File: config.mk
export PLATFORM = sky130hd
export DESIGN_NAME = mdfs_ram
export DESIGN_NICKNAME = d
export VERILOG_FILES = /design/src/rtl/mdfs_ram.sv
export SDC_FILE = /design/constraint.sdc
export NUM_CORES = 1
export LEC_CHECK = 0
export BUFFER_PORTS_ARGS = -buffer_cell sky130_fd_sc_hd__buf_2
export CAP_MARGIN = 10
export CORE_MARGIN = 2
export CORE_UTILIZATION = 30
export DETAILED_ROUTE_END_ITERATION = 6
export GPL_ROUTABILITY_DRIVEN = 0
export PLACE_DENSITY = 0.43
export SETUP_SLACK_MARGIN = 0.2
export SYNTH_ARGS = -nofsm -noshare
export SYNTH_HDL_FRONTEND = slang
export SYNTH_SLANG_ARGS = --single-unit
File: constraint.sdc
create_clock -name clk -period 3.3 [get_ports clk]
set_clock_uncertainty 0.2 [all_clocks]
set_input_delay 0.66 -clock clk [delete_from_list [all_inputs] [get_ports clk]]
set_output_delay 0.66 -clock clk [all_outputs]
set_load 0.05 [all_outputs]
File: src/rtl/mdfs_ram.sv
module mdfs_ram #(
    parameter int WIDTH = 2,
    parameter int DEPTH = 16
) (
    input  logic                     clk,
    input  logic                     we,
    input  logic [$clog2(DEPTH)-1:0] waddr,
    input  logic [WIDTH-1:0]         wdata,
    input  logic [$clog2(DEPTH)-1:0] raddr,
    output logic [WIDTH-1:0]         rdata
);

    logic [WIDTH-1:0] mem_reg [DEPTH];
    logic [WIDTH-1:0] rdata_reg;

    always_ff @(posedge clk)
    begin
        if (we)
        begin
            mem_reg[waddr] <= wdata;
        end
        rdata_reg <= mem_reg[raddr];
    end

    assign rdata = rdata_reg;

endmodule

==> metrics.csv, run 1 <==
stage,metric,value,unit
outcome,status,finished clean,
timing,Slew Limit Fails,0,
global_route,first-pass GRT wire length,4050,microns
clocking,"Reg clk slew, reported paths",0.07,ns
critical_path,critical path peak fanout,4,
final_layout,ANT cells,0,
route,via count,732,
critical_path,CP startpoint kind,primary input,
global_route,initial antenna violation count,0,
critical_path,reg2reg path depth,3,
timing,Final Critical Period,1.852,ns
critical_path,reg-to-reg startpoint,mem_reg[2][0],
route,Vias/cell,4.913,
timing,fmax,539.9,MHz
synthesis,post-synthesis register bit count,34,
power_and_ir_drop,total power,0.0008977,W
clocking,cts hold-fix bufs,0,
timing,final hold vios,0,
clocking,cts bufs inserted,5,
timing,# setup viols final,0,
critical_path,Worst EP required,3.05,ns
critical_path,CP Data Arrival Time,1.60,ns
final_layout,Largest register FFs,32,
critical_path,CP Capture Type,flop,
min_path,min-delay src,mem_reg[8][0],
synthesis,Post-Syn Area,0.001380,sq mm
synthesis,Mapped Cells,78,
final_layout,Post-layout nets,108,
final_layout,area delta synth->final,16.32,%
clocking,clk_lat worst skew,0.28,ns
global_route,largest net degree at the start of global routing,17,
floorplanning,num ports,14,
synthesis,top_reg_cell synth,edfxtp_1,
route,DR pass1 iterations,4,
critical_path,Worst R2R Setup Slack,1.86,ns
clocking,CTS max path bufs,2,
route,DRC viols,0,
final_layout,"commonest non-fill, non-tap cell in the layout",edfxtp_1,
final_layout,share of cells above drive strength 1,26.80,%
floorplanning,die height,71.83,microns
final_layout,most frequent cells in the layout,"edfxtp_1, nor2_1, buf_2, clkbuf_8, nand3_1",
clocking,CTS tree,yes,
synthesis,synth unique cells,15,
global_route,GRT Total Usage,11.42,%
critical_path,"Cell Chain, Critical Path","buf_2, or3b_2, nor3_1",
power_and_ir_drop,Power Density,559.2,mW/mm^2
route,DR iter-0 viols,73,
timing,relative max-transition margin,69.06,%
clocking,Post-CTS Setup Repair Bufs,0,
synthesis,sequential area share after synthesis,72.53,%
global_route,vias in the first global route,784,
place,port bufs,13,
clocking,Sink Count,34,
synthesis,Syn Nets,90,
min_path,worst hold path class,flop to flop,
floorplanning,die area,0.005159,sq mm
synthesis,Post-synth ARST share,0,%
critical_path,kind of critical path,primary input to flop,
critical_path,"Slowest-stage cell, CP",or3b_2,
power_and_ir_drop,Leak,0.5369,nW
floorplanning,die width,71.83,microns
synthesis,number of synthesized flops with an enable pin,32,
route,drt wl/cell,17.07,microns
clocking,Root Buffer,clkbuf_8,
timing,Worst-Margin Slew,0.4605,ns
clocking,CTS resizes,0,
place,HPWL after detailed placement,1855,microns
power_and_ir_drop,worst ir drop on vdd,184.1,uV
floorplanning,Core Box Area,0.004384,sq mm
route,final wirelength,2543,microns
critical_path,reg2reg end,rdata[0],
clocking,H-tree levels,2,
synthesis,Synth Warn #,0,
timing,RSZ-0062 raised after global routing,no,
min_path,Hold Path Sink,rdata[0],
floorplanning,Rows,24,
min_path,hold path cells,3,
floorplanning,initial core utilization,31.48,%
global_route,GRT overflow,0,
critical_path,crit-path max cell delay,0.52,ns
timing,setup_tns,0,ns
flow_run,Max Cap Viol,0,
timing,Tcrit/Tclk final,56.13,%
synthesis,Syn Area/Cell,17.69,sq um
route,Antenna Nets Post-Route,0,
-- kinds of logic after synthesis --
family / after synthesis / share of synthesized area (%)
AOI/OAI and AO/OA: 2 / 1.088
buffers and inverters: 2 / 1.088
DFF: 34 / 72.53
muxes: 8 / 14.14
and+or+nand+nor: 32 / 11.15
-- layout make-up --
| type | count | area [sq um] |
|---|---|---|
| Fill cell | 420 | 2779 |
| Sequential cell | 34 | 1001 |
| Multi-Input combinational cell | 42 | 364.1 |
| Clock buffer | 8 | 110.1 |
| Timing Repair Buffer | 13 | 65.06 |
| Tap cell | 52 | 65.06 |
-- through the flow --
stage | hold WS [ns] | utilization [%] | worst slack (ns) | cells | cell area [sq um]
2_1_floorplan | 0.4121 | - | 1.406 | 78 | 1380
3_3_place_gp | 0.4699 | 34.10 | 1.185 | 141 | 1495
3_5_place_dp | 0.4565 | 34.10 | 1.151 | 141 | 1495
4_1_cts | 0.4612 | 36.62 | 1.456 | 149 | 1605
5_1_grt | 0.4737 | 36.62 | 1.404 | 149 | 1605
6_report | 0.4600 | 36.62 | 1.448 | 149 | 1605
-- synth_stat cells, drive strengths merged (2+ instances only) --
master	count	area [sq um]
nand3b	2	15.01
nor2b	2	12.51
nor3	4	20.02
mux4	8	195.2
nand2b	2	12.51
edfxtp	32	960.9
a22oi	2	15.01
dfxtp	2	40.04
nand2	3	11.26
nor2	13	48.80
nand3	5	25.02
-- worst max-delay path by stage --
stage                         from             to  slack (ns)  depth (start not counted)
after global routing      waddr[2]  mem_reg[0][1]        1.40                          3
after global placement    waddr[2]  mem_reg[0][0]        1.19                          3
final                     waddr[2]  mem_reg[0][1]        1.45                          3
after CTS                 waddr[2]  mem_reg[0][1]        1.46                          3
after detailed placement  waddr[2]  mem_reg[0][0]        1.15                          3
after floorplan           waddr[2]  mem_reg[0][0]        1.41                          2
-- per-layer routing --
metal  share of wire (%)  vias to the layer above  track usage, %
met4                 2.1                        0           5.660
met3                 7.3                        7           4.782
met5                   0                        -               0
met1                  46                      358           14.64
met2                  45                       23           16.67
li1                    -                      344               -
-- report_power, final --
part	total [W]	internal [W]	switching, W
registers	0.000485	0.000483	0.00000253
logic	0.0000617	0.0000226	0.0000390
clock network	0.000351	0.000210	0.000141
total	0.000898	0.000716	0.000182
-- critical path, delay by kind of cell --
kind | cells | cell delay [ns]
buf+inv | 1 | 0.12
simple gates | 2 | 0.82
Power figures use the tool's default switching activity.
==> run 2: changes to the inputs <==
PLACE_DENSITY = 0.45   (was 0.43)
clock period = 1.6 ns   (was 3.3 ns; I/O delays follow)
==> run 2 against run 1 <==
Compared with the run above:
- count of clock-buffer cells in the layout decreased by 2
- sequential share of layout area shrank 1.4 points
- critical path type is now flop to flop
- first-iteration DRC count down 67%
- non-clock buffer count rose by 5
- worst hold slack worse by 0.33 ns
- cell area is 2.3% higher
- via count grew 4.6%
- critical endpoint is now rdata[0]
- sequential power is 110% higher
- largest cell class unchanged
- routed wire length is 7.1% lower
- setup slack lost 1.3 ns
- clock power is 66% higher
- total power grew 92%
==> metrics.csv, run 2 (synthesized netlist as in run 1, its figures left out) <==
stage,metric,value,unit,change
timing,# setup viols final,0,,unchanged
final_layout,"commonest non-fill, non-tap cell in the layout",edfxtp_1,,unchanged
power_and_ir_drop,Seq pwr share,58.1,%,was 54.0%
power_and_ir_drop,sw power,0.0003727,W,was 0.0001821 W
final_layout,FILL cells,411,,was 420
route,final wirelength,2362,microns,was 2543 microns
global_route,initial antenna violation count,0,,unchanged
global_route,global routing usage on met2,14.30,%,was 16.67%
floorplanning,die area,0.005159,sq mm,unchanged
global_route,busiest grt layer,met2,,unchanged
timing,setup_tns,0,ns,unchanged
timing,Slew Limit Fails,0,,unchanged
global_route,met3 Usage GRT,3.938,%,was 4.782%
global_route,first-pass GRT wire length,3746,microns,was 4050 microns
route,DRC viols,0,,unchanged
floorplanning,Rows,24,,unchanged
global_route,largest net degree at the start of global routing,17,,unchanged
route,DR iter-0 viols,24,,was 73
critical_path,CP Capture Type,flop,,unchanged
global_route,GRT overflow,0,,unchanged
timing,Final Critical Period,1.414,ns,
outcome,status,finished clean,,unchanged
route,Vias/cell,4.974,,was 4.913
critical_path,kind of critical path,flop to flop,,was primary input to flop
clocking,Root Buffer,clkbuf_8,,unchanged
final_layout,area delta synth->final,19.04,%,was 16.32%
clocking,Post-CTS Setup Repair Bufs,0,,unchanged
floorplanning,die height,71.83,microns,unchanged
route,Antenna Nets Post-Route,0,,unchanged
floorplanning,num ports,14,,unchanged
final_layout,fin util,37.47,%,was 36.62%
clocking,CTS tree,yes,,unchanged
clocking,CTS max path bufs,2,,unchanged
critical_path,Worst EP required,1.57,ns,was 3.05 ns
place,HPWL after detailed placement,1701,microns,was 1855 microns
final_layout,register area,0.001001,sq mm,unchanged
clocking,cts hold-fix bufs,0,,unchanged
clocking,H-tree levels,2,,unchanged
floorplanning,initial core utilization,31.48,%,unchanged
final_layout,multi-input combinational cell area,392.9,sq um,was 364.1 sq um
clocking,cts bufs inserted,5,,unchanged
flow_run,Max Cap Viol,0,,unchanged
critical_path,CP Data Arrival Time,1.38,ns,was 1.60 ns
route,drt wl/cell,15.34,microns,was 17.07 microns
timing,fmax,707.2,MHz,
clocking,clk_lat worst skew,0.28,ns,about the same
final_layout,post-route insts no fill,154,,was 149
floorplanning,die width,71.83,microns,unchanged
timing,RSZ-0062 raised after global routing,yes,,was no
place,port bufs,13,,unchanged
clocking,"Reg clk slew, reported paths",0.07,ns,about the same
global_route,GRT Total Usage,10.29,%,was 11.42%
place,Placed Cells,146,,was 141
final_layout,Largest register FFs,32,,unchanged
min_path,worst hold path class,primary input to flop,,was flop to flop
power_and_ir_drop,Logic pwr share,8.2,%,was 6.9%
final_layout,Post-layout nets,113,,was 108
final_layout,ANT cells,0,,unchanged
power_and_ir_drop,Clock Power Share,33.8,%,was 39.1%
critical_path,critical path peak fanout,1,,was 4
route,DR pass1 iterations,5,,was 4
clocking,Sink Count,34,,unchanged
power_and_ir_drop,switch share,21.66,%,was 20.28%
critical_path,CP startpoint kind,flop,,was primary input
floorplanning,Core Box Area,0.004384,sq mm,unchanged
power_and_ir_drop,Internal Pwr Total,0.001348,W,was 0.0007156 W
final_layout,most frequent cells in the layout,"edfxtp_1, nor2_1, buf_2",,"was edfxtp_1, nor2_1, buf_2, clkbuf_8, nand3_1"
global_route,met1 Use GR,14.11,%,was 14.64%
route,via count,766,,was 732
power_and_ir_drop,Power Density,1048,mW/mm^2,was 559.2 mW/mm^2
timing,Worst-Margin Slew,0.2933,ns,was 0.4605 ns
global_route,vias in the first global route,738,,was 784
timing,Tcrit/Tclk final,88.38,%,
timing,relative max-transition margin,80.29,%,was 69.06%
final_layout,share of cells above drive strength 1,32.35,%,was 26.80%
timing,final hold vios,0,,unchanged
power_and_ir_drop,Leak,0.5548,nW,was 0.5369 nW
power_and_ir_drop,worst ir drop on vdd,465.1,uV,was 184.1 uV
==> run 2: changes by cell type in the layout (fill, tap and decap cells not counted), moves of 2 or more <==
cell / delta
clkbuf_8: -3
a22oi_2: +2
nor3_1: -2
a22oi_1: -2
buf_4: +5
==> run 2: power by group through the flow <==
stage / registers [W] / logic, W / clock network, W
floorplan: 0.00104 / 0.0000627 / 0
global placement: 0.00102 / 0.000138 / 0
detailed placement: 0.00102 / 0.000138 / 0
CTS: 0.00100 / 0.000142 / 0.000602
global route: 0.00100 / 0.000153 / 0.000635
finish: 0.00100 / 0.000140 / 0.000581
==> run 2: critical path, cell delays in order (launching register included) <==
cell,delay [ns]
edfxtp_1,0.37
mux4_2,0.48
a22oi_2,0.17
nand3_1,0.08
==> run 2: stage by stage <==
stage | instance area (sq um) | total power (W) | hold WS, ns | worst slack, ns
2_1_floorplan | 1403 | 0.001102 | 0.2189 | 0.1238
3_3_place_gp | 1546 | 0.001157 | 0.4079 | -0.1078
3_5_place_dp | 1546 | 0.001157 | 0.4123 | -0.1312
4_1_cts | 1638 | 0.001744 | 0.1176 | 0.1789
5_1_grt | 1643 | 0.001790 | 0.1331 | 0.1313
6_report | 1643 | 0.001721 | 0.1257 | 0.1859
==> run 2: repair_timing <==
| item | in CTS | in global routing |
|---|---|---|
| gates cloned | 0 | 0 |
| setup endpoints to repair | 2 | 4 |
| pin swaps | 1 | 0 |
| gates resized for setup | 2 | 1 |
==> run 2: final timing paths <==
| path | slack, ns | startpoint | endpoint | cells past startpoint |
|---|---|---|---|---|
| setup / recovery | 0.19 | mem_reg[3][0] | rdata[0] | 3 |
| hold / removal | 0.13 | raddr[2] | rdata[1] | 3 |
| setup reg to reg | 0.19 | mem_reg[3][0] | rdata[0] | 3 |
| hold reg to reg | 0.46 | mem_reg[8][1] | rdata[1] | 3 |
==> run 2: layout make-up <==
cell class                      count  share of cell area [%]
Sequential cell                    34                   60.93
Clock buffer                        6                   4.417
Tap cell                           52                   3.960
Clock inverter                      2                  0.5331
Timing Repair Buffer               18                   6.245
Multi-Input combinational cell     42                   23.91
==> run 2: routing by layer <==
metal	vias up	part of all wire [%]
met1	377	46
met5	-	0
met2	27	44
met4	0	1.9
met3	6	7.9
li1	356	-
==> run 3: changes to the inputs <==
SETUP_SLACK_MARGIN = 0.05   (was 0.2)
==> run 3 against run 2 <==
Compared with the run above:
- sequential power is essentially flat
- clock power grew 59%
- register-to-register slack lost 0.03 ns
- critical path type unchanged
- largest cell class unchanged
- largest power group unchanged
==> metrics.csv, run 3 (synthesized netlist as in run 1, its figures left out) <==
stage,metric,value,unit,change
route,DR iter-0 viols,34,,was 24
power_and_ir_drop,Internal Pwr Total,0.001663,W,was 0.001348 W
final_layout,ANT cells,0,,unchanged
min_path,worst hold path class,primary input to flop,,unchanged
place,HPWL after detailed placement,1762,microns,was 1701 microns
critical_path,critical path peak fanout,1,,unchanged
global_route,GRT overflow,0,,unchanged
clocking,CTS tree,yes,,unchanged
clocking,Root Buffer,clkbuf_8,,unchanged
power_and_ir_drop,switch share,19.21,%,was 21.66%
place,Placed Cells,145,,was 146
final_layout,most frequent cells in the layout,"edfxtp_1, nor2_1, buf_2, nand3_1, clkbuf_8",,"was edfxtp_1, nor2_1, buf_2"
route,Antenna Nets Post-Route,0,,unchanged
floorplanning,Core Box Area,0.004384,sq mm,unchanged
clocking,cts hold-fix bufs,0,,unchanged
route,via count,763,,was 766
clocking,H-tree levels,2,,unchanged
flow_run,Max Cap Viol,0,,unchanged
floorplanning,Rows,24,,unchanged
critical_path,CP Data Arrival Time,1.42,ns,was 1.38 ns
final_layout,area delta synth->final,20.49,%,was 19.04%
timing,relative max-transition margin,79.79,%,was 80.29%
timing,RSZ-0062 raised after global routing,no,,was yes
timing,Final WS setup,0.1575,ns,was 0.1859 ns
critical_path,crit path to,rdata[1],,was rdata[0]
critical_path,CP startpoint kind,flop,,unchanged
final_layout,Largest register FFs,32,,unchanged
global_route,initial antenna violation count,0,,unchanged
route,DR pass1 iterations,4,,was 5
floorplanning,die width,71.83,microns,unchanged
timing,Worst-Margin Slew,0.3008,ns,was 0.2933 ns
route,DRC viols,0,,unchanged
final_layout,Post-layout nets,112,,was 113
critical_path,reg-to-reg startpoint,mem_reg[0][1],,was mem_reg[3][0]
power_and_ir_drop,Clock Power Share,44.9,%,was 33.8%
timing,Slew Limit Fails,0,,unchanged
power_and_ir_drop,Seq pwr share,48.6,%,was 58.1%
critical_path,Worst R2R Setup Slack,0.16,ns,was 0.19 ns
power_and_ir_drop,worst ir drop on vdd,455.1,uV,was 465.1 uV
final_layout,"commonest non-fill, non-tap cell in the layout",edfxtp_1,,unchanged
critical_path,reg2reg path depth,3,,unchanged
timing,hold slack,0.1285,ns,was 0.1257 ns
power_and_ir_drop,Logic pwr share,6.6,%,was 8.2%
timing,Tcrit/Tclk final,90.16,%,was 88.38%
floorplanning,num ports,14,,unchanged
power_and_ir_drop,Leak,0.5662,nW,was 0.5548 nW
critical_path,CP startpoint,mem_reg[0][1],,was mem_reg[3][0]
clocking,clk_lat worst skew,0.28,ns,about the same
final_layout,fin util,37.93,%,was 37.47%
final_layout,FILL cells,421,,was 411
clocking,CTS max path bufs,2,,unchanged
critical_path,Worst EP required,1.57,ns,about the same
clocking,cts bufs inserted,5,,unchanged
place,Placement Setup Slack,-0.1382,ns,was -0.1312 ns
outcome,status,finished clean,,unchanged
final_layout,share of cells above drive strength 1,29.70,%,was 32.35%
global_route,first-pass GRT wire length,4195,microns,was 3746 microns
power_and_ir_drop,sw power,0.0003955,W,was 0.0003727 W
clocking,CTS resizes,0,,was 2
clocking,Sink Count,34,,unchanged
route,drt wl/cell,16.36,microns,was 15.34 microns
timing,# setup viols final,0,,unchanged
critical_path,reg2reg end,rdata[1],,was rdata[0]
timing,Final Critical Period,1.443,ns,was 1.414 ns
global_route,vias in the first global route,786,,was 738
critical_path,CP Capture Type,flop,,unchanged
place,port bufs,13,,unchanged
global_route,GRT Total Usage,11.56,%,was 10.29%
route,Vias/cell,4.987,,was 4.974
timing,final hold vios,0,,unchanged
clocking,"Reg clk slew, reported paths",0.07,ns,about the same
critical_path,kind of critical path,flop to flop,,unchanged
global_route,largest net degree at the start of global routing,17,,unchanged
floorplanning,initial core utilization,31.48,%,unchanged
clocking,Post-CTS Setup Repair Bufs,0,,unchanged
power_and_ir_drop,Power Density,1238,mW/mm^2,was 1048 mW/mm^2
timing,fmax,693.2,MHz,was 707.2 MHz
final_layout,post-route insts no fill,153,,was 154
floorplanning,die height,71.83,microns,unchanged
route,final wirelength,2503,microns,was 2362 microns
floorplanning,die area,0.005159,sq mm,unchanged
-- run 3: cell count changes in the layout (fill, tap and decap cells not counted) --
cell       delta
a22oi_1       +2
a22oi_2       -2
bufinv_16     +2
buf_4         -1
clkbuf_1      -1
clkinv_2      -1
nor3_1        +1
nor3_4        -1
or3b_2        +1
or3b_4        -1
-- run 3: power by group through the flow --
stage / clock network (W) / logic (W) / registers, W
after CTS: 0.000931 / 0.000138 / 0.00100
after detailed placement: 0 / 0.000138 / 0.00102
after global routing: 0.000984 / 0.000150 / 0.00100
after global placement: 0 / 0.000136 / 0.00102
after floorplan: 0 / 0.0000590 / 0.00104
final: 0.000923 / 0.000135 / 0.00100
-- run 3: worst max-delay path: stages, from the launching register on --
cell,delay [ns]
edfxtp_1,0.39
mux4_2,0.47
a22oi_1,0.19
nand3_1,0.09
-- run 3: layout make-up --
type                            count  area (sq um)  share of cell area (%)
Tap cell                           52         65.06                   3.913
Sequential cell                    34          1001                   60.20
Clock inverter                      3         63.81                   3.837
Clock buffer                        5         68.82                   4.138
Timing Repair Buffer               17         95.09                   5.719
Multi-Input combinational cell     42         369.1                   22.20
-- run 3: per-layer routing --
metal / wire length, microns / vias to the layer above / track usage (%)
met2: 1196 / 22 / 16.77
met4: 53 / 0 / 6.289
met1: 1122 / 380 / 15.28
li1: - / 354 / -
met5: 0 / - / 0
met3: 130 / 7 / 3.938
-- run 3: stage by stage --
stage / area [sq um] / total power, W / setup TNS [ns]
floorplan: 1385 / 0.001098 / 0
global placement: 1530 / 0.001156 / -0.7115
detailed placement: 1530 / 0.001157 / -0.7940
CTS: 1663 / 0.002069 / 0
global route: 1663 / 0.002136 / 0
finish: 1663 / 0.002058 / 0
-- run 3: worst min-delay path by stage --
stage / from / endpoint / slack, ns / cells past startpoint
global route: raddr[2] / rdata[1] / 0.14 / 3
finish: raddr[2] / rdata[1] / 0.13 / 3
detailed placement: raddr[2] / rdata[1] / 0.42 / 3
floorplan: wdata[0] / mem_reg[0][0] / 0.22 / 0
CTS: raddr[2] / rdata[1] / 0.13 / 3
global placement: raddr[2] / rdata[1] / 0.41 / 3
